===== src/design/aesp_pkg.sv =====
// Shared types and constants for the escape sequence parser.
package aesp_pkg;

    typedef enum logic [2:0] {
        SQ_IDLE,
        SQ_STEP,
        SQ_FINAL,
        SQ_COLOR,
        SQ_EMIT
    } seq_state_t;

    typedef enum logic [1:0] {
        PH_IDLE,
        PH_ESC,
        PH_BDC,
        PH_CSI
    } parse_phase_t;

    typedef enum logic [2:0] {
        ACT_REJECT    = 3'd0,
        ACT_UPDATE    = 3'd1,
        ACT_ERASE     = 3'd2,
        ACT_REPEAT    = 3'd3,
        ACT_DRAW_MODE = 3'd4
    } action_t;

    typedef enum logic [1:0] {
        REG_COLUMNS = 2'd0,
        REG_ROWS    = 2'd1,
        REG_DEF_FG  = 2'd2,
        REG_DEF_BG  = 2'd3
    } cfg_reg_t;

    typedef struct packed {
        action_t     action;
        logic [7:0]  new_row;
        logic [7:0]  new_col;
        logic [7:0]  erase_x0;
        logic [7:0]  erase_y0;
        logic [7:0]  erase_x1;
        logic [7:0]  erase_y1;
        logic [15:0] repeat_count;
        logic [7:0]  repeat_byte;
    } result_t;

    localparam logic [7:0] COLUMNS_RESET = 8'd80;
    localparam logic [7:0] ROWS_RESET    = 8'd25;
    localparam logic [3:0] FG_RESET      = 4'd7;
    localparam logic [3:0] BG_RESET      = 4'd0;

    localparam logic [7:0] CH_ESC      = 8'h1B;
    localparam logic [7:0] CH_LPAREN   = 8'h28;
    localparam logic [7:0] CH_RPAREN   = 8'h29;
    localparam logic [7:0] CH_LBRACKET = 8'h5B;
    localparam logic [7:0] CH_ZERO     = 8'h30;
    localparam logic [7:0] CH_NINE     = 8'h39;
    localparam logic [7:0] CH_SEMI     = 8'h3B;
    localparam logic [7:0] CH_QUEST    = 8'h3F;
    localparam logic [7:0] CH_UP       = 8'h41;
    localparam logic [7:0] CH_DOWN     = 8'h42;
    localparam logic [7:0] CH_RIGHT    = 8'h43;
    localparam logic [7:0] CH_AT       = 8'h40;
    localparam logic [7:0] CH_LEFT     = 8'h44;
    localparam logic [7:0] CH_SGR      = 8'h6D;
    localparam logic [7:0] CH_RESET    = 8'h6C;
    localparam logic [7:0] CH_ERASE_DS = 8'h4A;
    localparam logic [7:0] CH_ERASE_LN = 8'h4B;
    localparam logic [7:0] CH_ERASE_CH = 8'h58;
    localparam logic [7:0] CH_POS      = 8'h48;
    localparam logic [7:0] CH_ROW_ABS  = 8'h64;
    localparam logic [7:0] CH_COL_ABS  = 8'h47;
    localparam logic [7:0] CH_REPEAT   = 8'h62;

    localparam int unsigned SGR_FG_LO = 30;
    localparam int unsigned SGR_BG_LO = 40;
    localparam int unsigned SGR_BG_HI = 50;

endpackage


===== src/design/ansi_escape_sequence_parser.sv =====
// Top level of the ANSI escape sequence parser with its sequencer and argument store.
//
// Input requests arrive on the s_axis channel, one terminal byte each, packed with the
// current cursor and the last printed character. A request that finishes or breaks a
// sequence produces one result on the m_axis channel; other bytes produce none.
// Configuration (screen size, default colors) is written through the APB port by the
// user only while idle; the block itself does not enforce this.
// States: a byte that gives no result passes only the step state. A byte that gives a
// result directly (after ESC or in the drawing mode selection) then passes the emit
// state; the final byte of a CSI sequence passes the final state before it, and an 'm'
// byte with stored arguments also the color state, where one compare unit classifies
// them one per cycle. s_axis_tready is high only while the sequencer waits for a request.
//
// Results sit in an output register. A new request is accepted while a result waits; if
// the receiver stalls, the next result is held in the sequencer until the output register
// is free, and no further request is taken meanwhile.
//
// Reset clears the parse state, restores the colors and screen size to their defaults
// and clears drawing mode. The argument store needs no clearing.
module ansi_escape_sequence_parser #(
    parameter int MAX_ARGS = 10,
    parameter int ARG_BITS = 16
) (
    input  logic        clk,
    input  logic        rst_n,
    input  logic        psel,
    input  logic        penable,
    input  logic        pwrite,
    input  logic [3:0]  paddr,
    input  logic [31:0] pwdata,
    output logic [31:0] prdata,
    output logic        pready,
    input  logic        s_axis_tvalid,
    output logic        s_axis_tready,
    // data_byte[7:0], cursor_row[15:8], cursor_col[23:16], previous_char[31:24]
    input  logic [31:0] s_axis_tdata,
    output logic        m_axis_tvalid,
    input  logic        m_axis_tready,
    // new_row[7:0], new_col[15:8], fg_out[19:16], bg_out[23:20], block_drawing[24],
    // erase_x0[32:25], erase_y0[40:33], erase_x1[48:41], erase_y1[56:49],
    // repeat_count[72:57], repeat_byte[80:73], zero fill[87:81]
    output logic [87:0] m_axis_tdata,
    // action[2:0]
    output logic [2:0]  m_axis_tuser
);

    localparam int IDX_W = (MAX_ARGS > 1) ? $clog2(MAX_ARGS) : 1;
    localparam int CNT_W = $clog2(MAX_ARGS + 1);
    localparam logic [ARG_BITS-1:0] ARG_SAT = '1;

    // Configuration registers.
    logic [7:0] cols_reg;
    logic [7:0] rows_reg;
    logic [3:0] def_fg_reg;
    logic [3:0] def_bg_reg;
    logic       cfg_write;

    assign pready    = 1'b1;
    assign cfg_write = psel && penable && pwrite && pready;

    always_ff @(posedge clk or negedge rst_n)
    begin
        if (!rst_n)
        begin
            cols_reg   <= aesp_pkg::COLUMNS_RESET;
            rows_reg   <= aesp_pkg::ROWS_RESET;
            def_fg_reg <= aesp_pkg::FG_RESET;
            def_bg_reg <= aesp_pkg::BG_RESET;
        end
        else if (cfg_write)
        begin
            unique case (aesp_pkg::cfg_reg_t'(paddr[3:2]))
                aesp_pkg::REG_COLUMNS: cols_reg   <= pwdata[7:0];
                aesp_pkg::REG_ROWS:    rows_reg   <= pwdata[7:0];
                aesp_pkg::REG_DEF_FG:  def_fg_reg <= pwdata[3:0];
                aesp_pkg::REG_DEF_BG:  def_bg_reg <= pwdata[3:0];
            endcase
        end
    end

    always_comb
    begin
        unique case (aesp_pkg::cfg_reg_t'(paddr[3:2]))
            aesp_pkg::REG_COLUMNS: prdata = {24'd0, cols_reg};
            aesp_pkg::REG_ROWS:    prdata = {24'd0, rows_reg};
            aesp_pkg::REG_DEF_FG:  prdata = {28'd0, def_fg_reg};
            aesp_pkg::REG_DEF_BG:  prdata = {28'd0, def_bg_reg};
        endcase
    end

    logic [7:0] cols_eff;
    logic [7:0] rows_eff;
    logic [7:0] max_col;
    logic [7:0] max_row;

    assign cols_eff = (cols_reg == 8'd0) ? 8'd1 : cols_reg;
    assign rows_eff = (rows_reg == 8'd0) ? 8'd1 : rows_reg;
    assign max_col  = cols_eff - 8'd1;
    assign max_row  = rows_eff - 8'd1;

    // Sequencer and parse state.
    aesp_pkg::seq_state_t   seq_reg, seq_next;
    aesp_pkg::parse_phase_t phase_reg, phase_next;
    logic [CNT_W-1:0]       arg_total_reg, arg_total_next;
    logic                   pending_reg, pending_next;
    logic [ARG_BITS-1:0]    acc_reg, acc_next;
    logic [CNT_W-1:0]       walk_reg, walk_next;
    logic [3:0]             fg_reg, fg_next;
    logic [3:0]             bg_reg, bg_next;
    logic                   draw_reg, draw_next;
    aesp_pkg::result_t      res_reg, res_next;
    logic                   commit_en;

    // Request held for processing.
    logic [7:0] byte_reg;
    logic [7:0] crow_reg;
    logic [7:0] ccol_reg;
    logic [7:0] prev_reg;
    logic       in_accept;

    assign s_axis_tready = (seq_reg == aesp_pkg::SQ_IDLE);
    assign in_accept     = s_axis_tvalid && s_axis_tready;

    always_ff @(posedge clk)
    begin
        if (in_accept)
        begin
            byte_reg <= s_axis_tdata[7:0];
            crow_reg <= (s_axis_tdata[15:8] > max_row) ? max_row : s_axis_tdata[15:8];
            ccol_reg <= (s_axis_tdata[23:16] > max_col) ? max_col : s_axis_tdata[23:16];
            prev_reg <= s_axis_tdata[31:24];
        end
    end

    // Argument store.
    logic [ARG_BITS-1:0] arg_mem_reg [MAX_ARGS];
    logic [ARG_BITS-1:0] arg0;
    logic [ARG_BITS-1:0] arg1;
    logic [ARG_BITS-1:0] walk_arg;

    always_ff @(posedge clk)
    begin
        if (commit_en)
        begin
            arg_mem_reg[arg_total_reg[IDX_W-1:0]] <= acc_reg;
        end
    end

    assign arg0     = arg_mem_reg[0];
    assign walk_arg = arg_mem_reg[walk_reg[IDX_W-1:0]];

    generate
        if (MAX_ARGS > 1)
        begin : g_arg1
            assign arg1 = arg_mem_reg[1];
        end
        else
        begin : g_no_arg1
            assign arg1 = '0;
        end
    endgenerate

    // Output register.
    logic              out_valid_reg, out_valid_next;
    aesp_pkg::result_t out_res_reg;
    logic [3:0]        out_fg_reg;
    logic [3:0]        out_bg_reg;
    logic              out_draw_reg;
    logic              out_load;

    assign out_load = (seq_reg == aesp_pkg::SQ_EMIT) && (!out_valid_reg || m_axis_tready);

    always_comb
    begin
        out_valid_next = out_valid_reg;
        if (out_load)
        begin
            out_valid_next = 1'b1;
        end
        else if (m_axis_tready)
        begin
            out_valid_next = 1'b0;
        end
    end

    always_ff @(posedge clk)
    begin
        if (out_load)
        begin
            out_res_reg  <= res_reg;
            out_fg_reg   <= fg_reg;
            out_bg_reg   <= bg_reg;
            out_draw_reg <= draw_reg;
        end
    end

    assign m_axis_tvalid = out_valid_reg;
    assign m_axis_tuser  = out_res_reg.action;
    assign m_axis_tdata  = {7'd0, out_res_reg.repeat_byte, out_res_reg.repeat_count,
                            out_res_reg.erase_y1, out_res_reg.erase_x1,
                            out_res_reg.erase_y0, out_res_reg.erase_x0,
                            out_draw_reg, out_bg_reg, out_fg_reg,
                            out_res_reg.new_col, out_res_reg.new_row};

    // An argument minus one, clamped to 0..hi.
    function automatic logic [7:0] pos_from_arg(input logic [ARG_BITS-1:0] v,
                                                input logic [7:0] hi);
        logic [ARG_BITS-1:0] dec;
        dec = v - ARG_BITS'(1);
        if (v == '0)
        begin
            return 8'd0;
        end
        else if (dec > ARG_BITS'(hi))
        begin
            return hi;
        end
        return dec[7:0];
    endfunction

    // Datapath terms for the held byte.
    logic                is_digit;
    logic [ARG_BITS-1:0] acc_base;
    logic [ARG_BITS+3:0] acc_ext;
    logic [ARG_BITS-1:0] acc_sat;
    logic                have_args;
    logic [ARG_BITS-1:0] a_or0;
    logic [ARG_BITS-1:0] a_or1;
    logic [8:0]          row_inc;
    logic [8:0]          col_inc;
    logic [ARG_BITS:0]   erase_sum;
    logic [7:0]          erase_end;
    logic                walk_last;
    aesp_pkg::result_t   res_base;

    assign is_digit  = (byte_reg >= aesp_pkg::CH_ZERO) && (byte_reg <= aesp_pkg::CH_NINE);
    assign acc_base  = pending_reg ? acc_reg : '0;
    assign acc_ext   = {1'b0, acc_base, 3'b000} + {3'b000, acc_base, 1'b0}
                     + (ARG_BITS+4)'(byte_reg[3:0]);
    assign acc_sat   = (acc_ext > (ARG_BITS+4)'(ARG_SAT)) ? ARG_SAT : acc_ext[ARG_BITS-1:0];
    assign have_args = (arg_total_reg != '0);
    assign a_or0     = have_args ? arg0 : '0;
    assign a_or1     = have_args ? arg0 : ARG_BITS'(1);
    assign row_inc   = {1'b0, crow_reg} + 9'd1;
    assign col_inc   = {1'b0, ccol_reg} + 9'd1;
    assign erase_sum = (ARG_BITS+1)'(ccol_reg) + (ARG_BITS+1)'(a_or1);
    assign erase_end = (erase_sum > (ARG_BITS+1)'(cols_eff)) ? cols_eff : erase_sum[7:0];
    assign walk_last = ((walk_reg + CNT_W'(1)) == arg_total_reg);

    always_comb
    begin
        res_base              = '0;
        res_base.action       = aesp_pkg::ACT_REJECT;
        res_base.new_row      = crow_reg;
        res_base.new_col      = ccol_reg;
    end

    always_ff @(posedge clk or negedge rst_n)
    begin
        if (!rst_n)
        begin
            seq_reg       <= aesp_pkg::SQ_IDLE;
            phase_reg     <= aesp_pkg::PH_IDLE;
            arg_total_reg <= '0;
            pending_reg   <= 1'b0;
            walk_reg      <= '0;
            fg_reg        <= aesp_pkg::FG_RESET;
            bg_reg        <= aesp_pkg::BG_RESET;
            draw_reg      <= 1'b0;
            out_valid_reg <= 1'b0;
        end
        else
        begin
            seq_reg       <= seq_next;
            phase_reg     <= phase_next;
            arg_total_reg <= arg_total_next;
            pending_reg   <= pending_next;
            walk_reg      <= walk_next;
            fg_reg        <= fg_next;
            bg_reg        <= bg_next;
            draw_reg      <= draw_next;
            out_valid_reg <= out_valid_next;
        end
    end

    always_ff @(posedge clk)
    begin
        acc_reg <= acc_next;
        res_reg <= res_next;
    end

    always_comb
    begin
        seq_next       = seq_reg;
        phase_next     = phase_reg;
        arg_total_next = arg_total_reg;
        pending_next   = pending_reg;
        acc_next       = acc_reg;
        walk_next      = walk_reg;
        fg_next        = fg_reg;
        bg_next        = bg_reg;
        draw_next      = draw_reg;
        res_next       = res_reg;
        commit_en      = 1'b0;

        unique case (seq_reg)
            aesp_pkg::SQ_IDLE:
            begin
                if (in_accept)
                begin
                    seq_next = aesp_pkg::SQ_STEP;
                end
            end

            aesp_pkg::SQ_STEP:
            begin
                res_next = res_base;
                seq_next = aesp_pkg::SQ_IDLE;
                unique case (phase_reg)
                    aesp_pkg::PH_IDLE:
                    begin
                        if (byte_reg == aesp_pkg::CH_ESC)
                        begin
                            phase_next = aesp_pkg::PH_ESC;
                        end
                    end

                    aesp_pkg::PH_ESC:
                    begin
                        if (byte_reg == aesp_pkg::CH_LPAREN || byte_reg == aesp_pkg::CH_RPAREN)
                        begin
                            phase_next = aesp_pkg::PH_BDC;
                        end
                        else if (byte_reg == aesp_pkg::CH_LBRACKET)
                        begin
                            phase_next     = aesp_pkg::PH_CSI;
                            arg_total_next = '0;
                            pending_next   = 1'b0;
                        end
                        else
                        begin
                            phase_next = aesp_pkg::PH_IDLE;
                            seq_next   = aesp_pkg::SQ_EMIT;
                        end
                    end

                    aesp_pkg::PH_BDC:
                    begin
                        phase_next = aesp_pkg::PH_IDLE;
                        seq_next   = aesp_pkg::SQ_EMIT;
                        if (byte_reg == aesp_pkg::CH_ZERO)
                        begin
                            draw_next       = 1'b1;
                            res_next.action = aesp_pkg::ACT_DRAW_MODE;
                        end
                        else if (byte_reg == aesp_pkg::CH_DOWN)
                        begin
                            draw_next       = 1'b0;
                            res_next.action = aesp_pkg::ACT_DRAW_MODE;
                        end
                    end

                    aesp_pkg::PH_CSI:
                    begin
                        if (is_digit)
                        begin
                            acc_next     = acc_sat;
                            pending_next = 1'b1;
                        end
                        else if (byte_reg == aesp_pkg::CH_SEMI && !pending_reg)
                        begin
                            phase_next = aesp_pkg::PH_IDLE;
                            seq_next   = aesp_pkg::SQ_EMIT;
                        end
                        else if (pending_reg && arg_total_reg >= CNT_W'(MAX_ARGS))
                        begin
                            phase_next = aesp_pkg::PH_IDLE;
                            seq_next   = aesp_pkg::SQ_EMIT;
                        end
                        else
                        begin
                            if (pending_reg)
                            begin
                                commit_en      = 1'b1;
                                arg_total_next = arg_total_reg + CNT_W'(1);
                                pending_next   = 1'b0;
                            end
                            if (byte_reg != aesp_pkg::CH_SEMI && byte_reg != aesp_pkg::CH_QUEST)
                            begin
                                phase_next = aesp_pkg::PH_IDLE;
                                seq_next   = aesp_pkg::SQ_FINAL;
                            end
                        end
                    end
                endcase
            end

            aesp_pkg::SQ_FINAL:
            begin
                seq_next        = aesp_pkg::SQ_EMIT;
                res_next.action = aesp_pkg::ACT_UPDATE;
                unique case (byte_reg)
                    aesp_pkg::CH_UP:
                    begin
                        res_next.new_row = (crow_reg == 8'd0) ? 8'd0 : crow_reg - 8'd1;
                    end
                    aesp_pkg::CH_DOWN:
                    begin
                        res_next.new_row = (row_inc > {1'b0, max_row}) ? max_row : row_inc[7:0];
                    end
                    aesp_pkg::CH_RIGHT, aesp_pkg::CH_AT:
                    begin
                        res_next.new_col = (col_inc > {1'b0, max_col}) ? max_col : col_inc[7:0];
                    end
                    aesp_pkg::CH_LEFT:
                    begin
                        res_next.new_col = (ccol_reg == 8'd0) ? 8'd0 : ccol_reg - 8'd1;
                    end
                    aesp_pkg::CH_SGR:
                    begin
                        walk_next = '0;
                        if (!have_args)
                        begin
                            fg_next = def_fg_reg;
                            bg_next = def_bg_reg;
                        end
                        else
                        begin
                            seq_next = aesp_pkg::SQ_COLOR;
                        end
                    end
                    aesp_pkg::CH_RESET:
                    begin
                        fg_next = def_fg_reg;
                        bg_next = def_bg_reg;
                    end
                    aesp_pkg::CH_ERASE_DS:
                    begin
                        if (a_or0 == ARG_BITS'(0))
                        begin
                            res_next.action   = aesp_pkg::ACT_ERASE;
                            res_next.erase_y0 = crow_reg;
                            res_next.erase_x1 = cols_eff;
                            res_next.erase_y1 = rows_eff;
                        end
                        else if (a_or0 == ARG_BITS'(1))
                        begin
                            res_next.action   = aesp_pkg::ACT_ERASE;
                            res_next.erase_x1 = ccol_reg;
                            res_next.erase_y1 = crow_reg;
                        end
                        else if (a_or0 == ARG_BITS'(2))
                        begin
                            res_next.action   = aesp_pkg::ACT_ERASE;
                            res_next.erase_x1 = cols_eff;
                            res_next.erase_y1 = rows_eff;
                        end
                    end
                    aesp_pkg::CH_ERASE_LN:
                    begin
                        if (a_or0 == ARG_BITS'(0))
                        begin
                            res_next.action   = aesp_pkg::ACT_ERASE;
                            res_next.erase_x0 = ccol_reg;
                            res_next.erase_y0 = crow_reg;
                            res_next.erase_x1 = cols_eff;
                            res_next.erase_y1 = crow_reg;
                        end
                        else if (a_or0 == ARG_BITS'(1))
                        begin
                            res_next.action   = aesp_pkg::ACT_ERASE;
                            res_next.erase_y0 = crow_reg;
                            res_next.erase_x1 = ccol_reg;
                            res_next.erase_y1 = crow_reg;
                        end
                        else if (a_or0 == ARG_BITS'(2))
                        begin
                            res_next.action   = aesp_pkg::ACT_ERASE;
                            res_next.erase_y0 = crow_reg;
                            res_next.erase_x1 = cols_eff;
                            res_next.erase_y1 = crow_reg;
                        end
                    end
                    aesp_pkg::CH_ERASE_CH:
                    begin
                        res_next.action   = aesp_pkg::ACT_ERASE;
                        res_next.erase_x0 = ccol_reg;
                        res_next.erase_y0 = crow_reg;
                        res_next.erase_x1 = erase_end;
                        res_next.erase_y1 = crow_reg;
                    end
                    aesp_pkg::CH_POS:
                    begin
                        if (arg_total_reg < CNT_W'(2))
                        begin
                            res_next.new_row = 8'd0;
                            res_next.new_col = 8'd0;
                        end
                        else
                        begin
                            res_next.new_row = pos_from_arg(arg0, max_row);
                            res_next.new_col = pos_from_arg(arg1, max_col);
                        end
                    end
                    aesp_pkg::CH_ROW_ABS:
                    begin
                        res_next.new_row = pos_from_arg(a_or1, max_row);
                    end
                    aesp_pkg::CH_COL_ABS:
                    begin
                        res_next.new_col = pos_from_arg(a_or1, max_col);
                    end
                    aesp_pkg::CH_REPEAT:
                    begin
                        res_next.action = aesp_pkg::ACT_REPEAT;
                        if (prev_reg != 8'd0)
                        begin
                            res_next.repeat_count = (a_or1 > 32'hFFFF) ? 16'hFFFF : 16'(a_or1);
                            res_next.repeat_byte  = prev_reg;
                        end
                    end
                    default:
                    begin
                        res_next.action = aesp_pkg::ACT_REJECT;
                    end
                endcase
            end

            aesp_pkg::SQ_COLOR:
            begin
                if (walk_arg == ARG_BITS'(0))
                begin
                    fg_next = def_fg_reg;
                    bg_next = def_bg_reg;
                end
                else if (walk_arg >= aesp_pkg::SGR_FG_LO && walk_arg < aesp_pkg::SGR_BG_LO)
                begin
                    fg_next = 4'(walk_arg - ARG_BITS'(aesp_pkg::SGR_FG_LO));
                end
                else if (walk_arg >= aesp_pkg::SGR_BG_LO && walk_arg < aesp_pkg::SGR_BG_HI)
                begin
                    bg_next = 4'(walk_arg - ARG_BITS'(aesp_pkg::SGR_BG_LO));
                end
                walk_next = walk_reg + CNT_W'(1);
                if (walk_last)
                begin
                    seq_next = aesp_pkg::SQ_EMIT;
                end
            end

            aesp_pkg::SQ_EMIT:
            begin
                if (out_load)
                begin
                    seq_next = aesp_pkg::SQ_IDLE;
                end
            end

            default:
            begin
                seq_next = aesp_pkg::SQ_IDLE;
            end
        endcase
    end

    // The color walk only runs over arguments that were stored.
    assert property (@(posedge clk) disable iff (!rst_n)
        (seq_reg == aesp_pkg::SQ_COLOR) |-> (have_args && walk_reg < arg_total_reg))
    else $error("color walk outside the stored arguments");

    // The argument count never exceeds the store depth.
    assert property (@(posedge clk) disable iff (!rst_n)
        arg_total_reg <= CNT_W'(MAX_ARGS))
    else $error("argument count beyond store depth");

    // A new result appears only when the sequencer hands one over.
    assert property (@(posedge clk) disable iff (!rst_n)
        (m_axis_tvalid && !$past(m_axis_tvalid)) |-> $past(seq_reg == aesp_pkg::SQ_EMIT))
    else $error("result shown without a hand-over");

    // An accepted request is processed in the following cycle.
    assert property (@(posedge clk) disable iff (!rst_n)
        in_accept |=> (seq_reg == aesp_pkg::SQ_STEP))
    else $error("accepted request not processed");

endmodule

===== config.mk =====
export PLATFORM = sky130hd
export DESIGN_NAME = ansi_escape_sequence_parser
export DESIGN_NICKNAME = d
export VERILOG_FILES = /design/src/design/aesp_pkg.sv /design/src/design/ansi_escape_sequence_parser.sv
export SDC_FILE = /design/constraint.sdc
export NUM_CORES = 1
export LEC_CHECK = 0
export ABC_AREA = 1
export BUFFER_PORTS_ARGS = -buffer_cell sky130_fd_sc_hd__clkbuf_2
export CORE_UTILIZATION = 36
export CTS_CLUSTER_DIAMETER = 120
export CTS_CLUSTER_SIZE = 25
export DETAILED_ROUTE_END_ITERATION = 16
export GPL_ROUTABILITY_DRIVEN = 0
export HOLD_SLACK_MARGIN = 0.1
export PLACE_DENSITY_LB_ADDON = 0.1
export SYNTH_ARGS = -nofsm -noshare
export SYNTH_HDL_FRONTEND = slang
export SYNTH_SLANG_ARGS = --single-unit

===== constraint.sdc =====
create_clock -name clk -period 13.6 [get_ports clk]
set_input_delay 2.04 -clock clk [delete_from_list [all_inputs] [get_ports clk]]
set_output_delay 2.04 -clock clk [all_outputs]
set_load 0.02 [all_outputs]

==> run metrics <==
status finished clean; most frequent cells in the layout 529 x nand2_1, 367 x edfxtp_1, 295 x inv_1; most common cell after layout, fill and taps aside nand2_1; Post-synth EDFFs 367; GR Overflow Total 0; CTS tree yes; total negative slack 0 ps; Post-synth ARST share 0.116; Reg clk slew, reported paths 110 ps; DR iter-0 viols 1318; CTS Buf Count 20; vias per cell 5.10; synthesized instance count 2568; row count 93; final hold slack 425 ps; Final Hold Viols 0; Cell Area, Synth 0.0234 sq mm; Slew Limit Fails 0; dpl cell area 0.0250 sq mm; Top Family by Delay on Critical Path simple AND/OR/NAND/NOR gates; number of gates resized after CTS 0; Relative slew margins 0.216; CP bufs+invs 4; Post-Syn Area per Cell 9.11 sq um; H-tree levels 1; Hold Path Class reg -> reg; reg-to-reg endpoint res_reg[39]; Synth-to-Final Area Change 9.16%; core area 0.0643 sq mm; critical path depth 26; Worst Setup End Kind register; worst r2r src arg_total_reg[1]; startpoint types register; Worst Path Max Fanout 29; r2r worst-path depth 26; Core Util, Final 0.397; CP Launch Point arg_total_reg[1]; die height 257 um; Post-CTS Setup Repair Bufs 0; initial antenna violation count 1; Tmin final 5320 ps; RSZ-0062 raised after global routing false; Largest register FFs 160; Required @ worst endpoint 13920 ps; post-synth cell types 66; finished layout cell area 0.0255 sq mm; vias in the first global route 17700; share of cells above drive strength 1 0.108; Final HPWL DP 50000 um; Max Cap Viol 0; final setup violation count 0; Fin Clk Skew 24.8 ps; port bufs 142; Critical Path Max Stage Delay 490 ps; routed wire length 65900 um; CP max stage cell dfrtp_1; clk buf depth 3; Setup WS pre-CTS 8310 ps; Yosys reg bits 415; NumNets Final 2879; Pre-antenna DRT Iters 5; GRT Total Usage 0.198; Num Clock Sinks 415; P_leak 11.4 nW; Critical Path AT 5650 ps; measured slew at the worst slew-check pin 1180 ps; worst skew pair latency 570 ps; maximum VDD drop 0.0771 mV; routed length per instance 18.6 um; Worst Setup EP res_reg[39]; Die X 257 um; hold path start res_reg[62]; num ports 201; Fmax 188 MHz; drc violations 0; ys flop type edfxtp_1; Initial Utilization 0.364; Tcrit/Tclk final 0.391; register area share after synthesis 0.523; pin count of the biggest net entering global routing 70; Yosys warnings 0; reg2reg setup slack 8280 ps; cts hold-fix bufs 0; PD cells 142 mW/mm^2; CP Class reg -> reg; vias post-DR 18100; full die area 0.0660 sq mm; Ant. Diodes 0; Worst path most repeated cell nand2_1; post-route setup slack 8280 ps; Final ANT Viol Nets 0; first-pass GRT wire length 102000 um; CTS Root Cell clkbuf_16
## synth_stat cells, types with 4 or more instances
cell	count	area, sq um
a211oi_1	5	37.5
a21oi_1	117	586
a31oi_1	9	56.3
and3_1	4	25.0
buf_1	5	18.8
buf_2	23	115
buf_4	41	308
buf_6	4	45.0
clkbuf_1	23	86.3
clkinv_1	4	15.0
dfrtp_1	37	926
dfstp_2	11	289
edfxtp_1	367	11000
ha_1	114	1430
inv_1	296	1110
inv_2	18	67.6
nand2_1	529	1990
nand2_2	10	62.6
nand3_1	176	881
nand3_2	9	90.1
nand3b_1	8	60.1
nand4_1	46	288
nor2_1	298	1120
nor2_2	6	37.5
nor2_4	10	113
nor3_1	49	245
nor4_1	5	31.3
o2111ai_1	5	43.8
o211ai_1	29	218
o21ai_0	163	816
o21ai_1	16	80.1
o21bai_1	4	30.0
o22ai_1	9	56.3
o31ai_1	6	45.0
or2_2	5	31.3
xnor2_1	13	114
xor2_1	47	412
## through the flow
stage / std cells / power (mW)
after floorplan: 2598 / 2.56
after global placement: 3520 / 2.92
after detailed placement: 3520 / 2.94
after CTS: 3550 / 3.65
after global routing: 3550 / 3.84
final: 3550 / 3.62
## worst register-to-register path: stages, from the launching register on
cell,delay (ps)
dfrtp_1,490
inv_1,130
ha_1,250
nand3_4,250
inv_4,240
nor2_4,240
inv_1,180
ha_1,260
fa_1,410
nand3_1,100
nand3_1,140
xor2_1,250
inv_1,70
ha_1,310
a21oi_1,110
o21ai_0,100
o21bai_1,120
nand2_1,60
nand2_1,50
nand2_1,40
o21ai_0,120
nand4_1,190
nor2_4,270
nand3_4,160
nand2_1,90
nand3_1,60
a21oi_1,380
## routing by layer
metal	part of all wire	GRT usage	wire (um)	vias to the layer above
li1	-	-	-	8882
met3	0.042	0.0196	2800	95
met2	0.48	0.338	31500	442
met4	0.029	0.0592	1880	2
met5	0.00018	0	12	-
met1	0.45	0.265	29700	8671
## worst min path at each step
stage | slack [ps] | to | cells past startpoint
CTS | 430 | m_axis_tdata[77] | 0
detailed placement | 400 | m_axis_tdata[14] | 0
global route | 430 | m_axis_tdata[38] | 0
finish | 420 | m_axis_tdata[14] | 0
floorplan | 400 | m_axis_tdata[0] | 0
global placement | 400 | m_axis_tdata[29] | 0
## area by class of cell
class                   count  area, sq um
clock inverters             2         37.5
multi-input cells        1768         9580
repair buffers            163          868
inverters                 319         1200
clock buffers              28          552
well taps                 855         1070
fillers                  6457        38800
flip-flops and latches    415        12200
## power breakdown
group | switching [mW] | leakage [nW] | internal [mW]
clock | 0.399 | 0.281 | 0.305
sequential | 0.123 | 4.31 | 1.65
combinational | 0.802 | 6.79 | 0.338
## kinds of logic after synthesis
logic type,count (synthesis),share of synthesized area
xor+xnor,61,0.0231
compound gates,390,0.0948
flops,415,0.523
other cells,2,0.000321
buf+inv,415,0.0758
simple gates,1168,0.220
fa+ha+maj,117,0.0635
(Power assumes the default switching activity.)
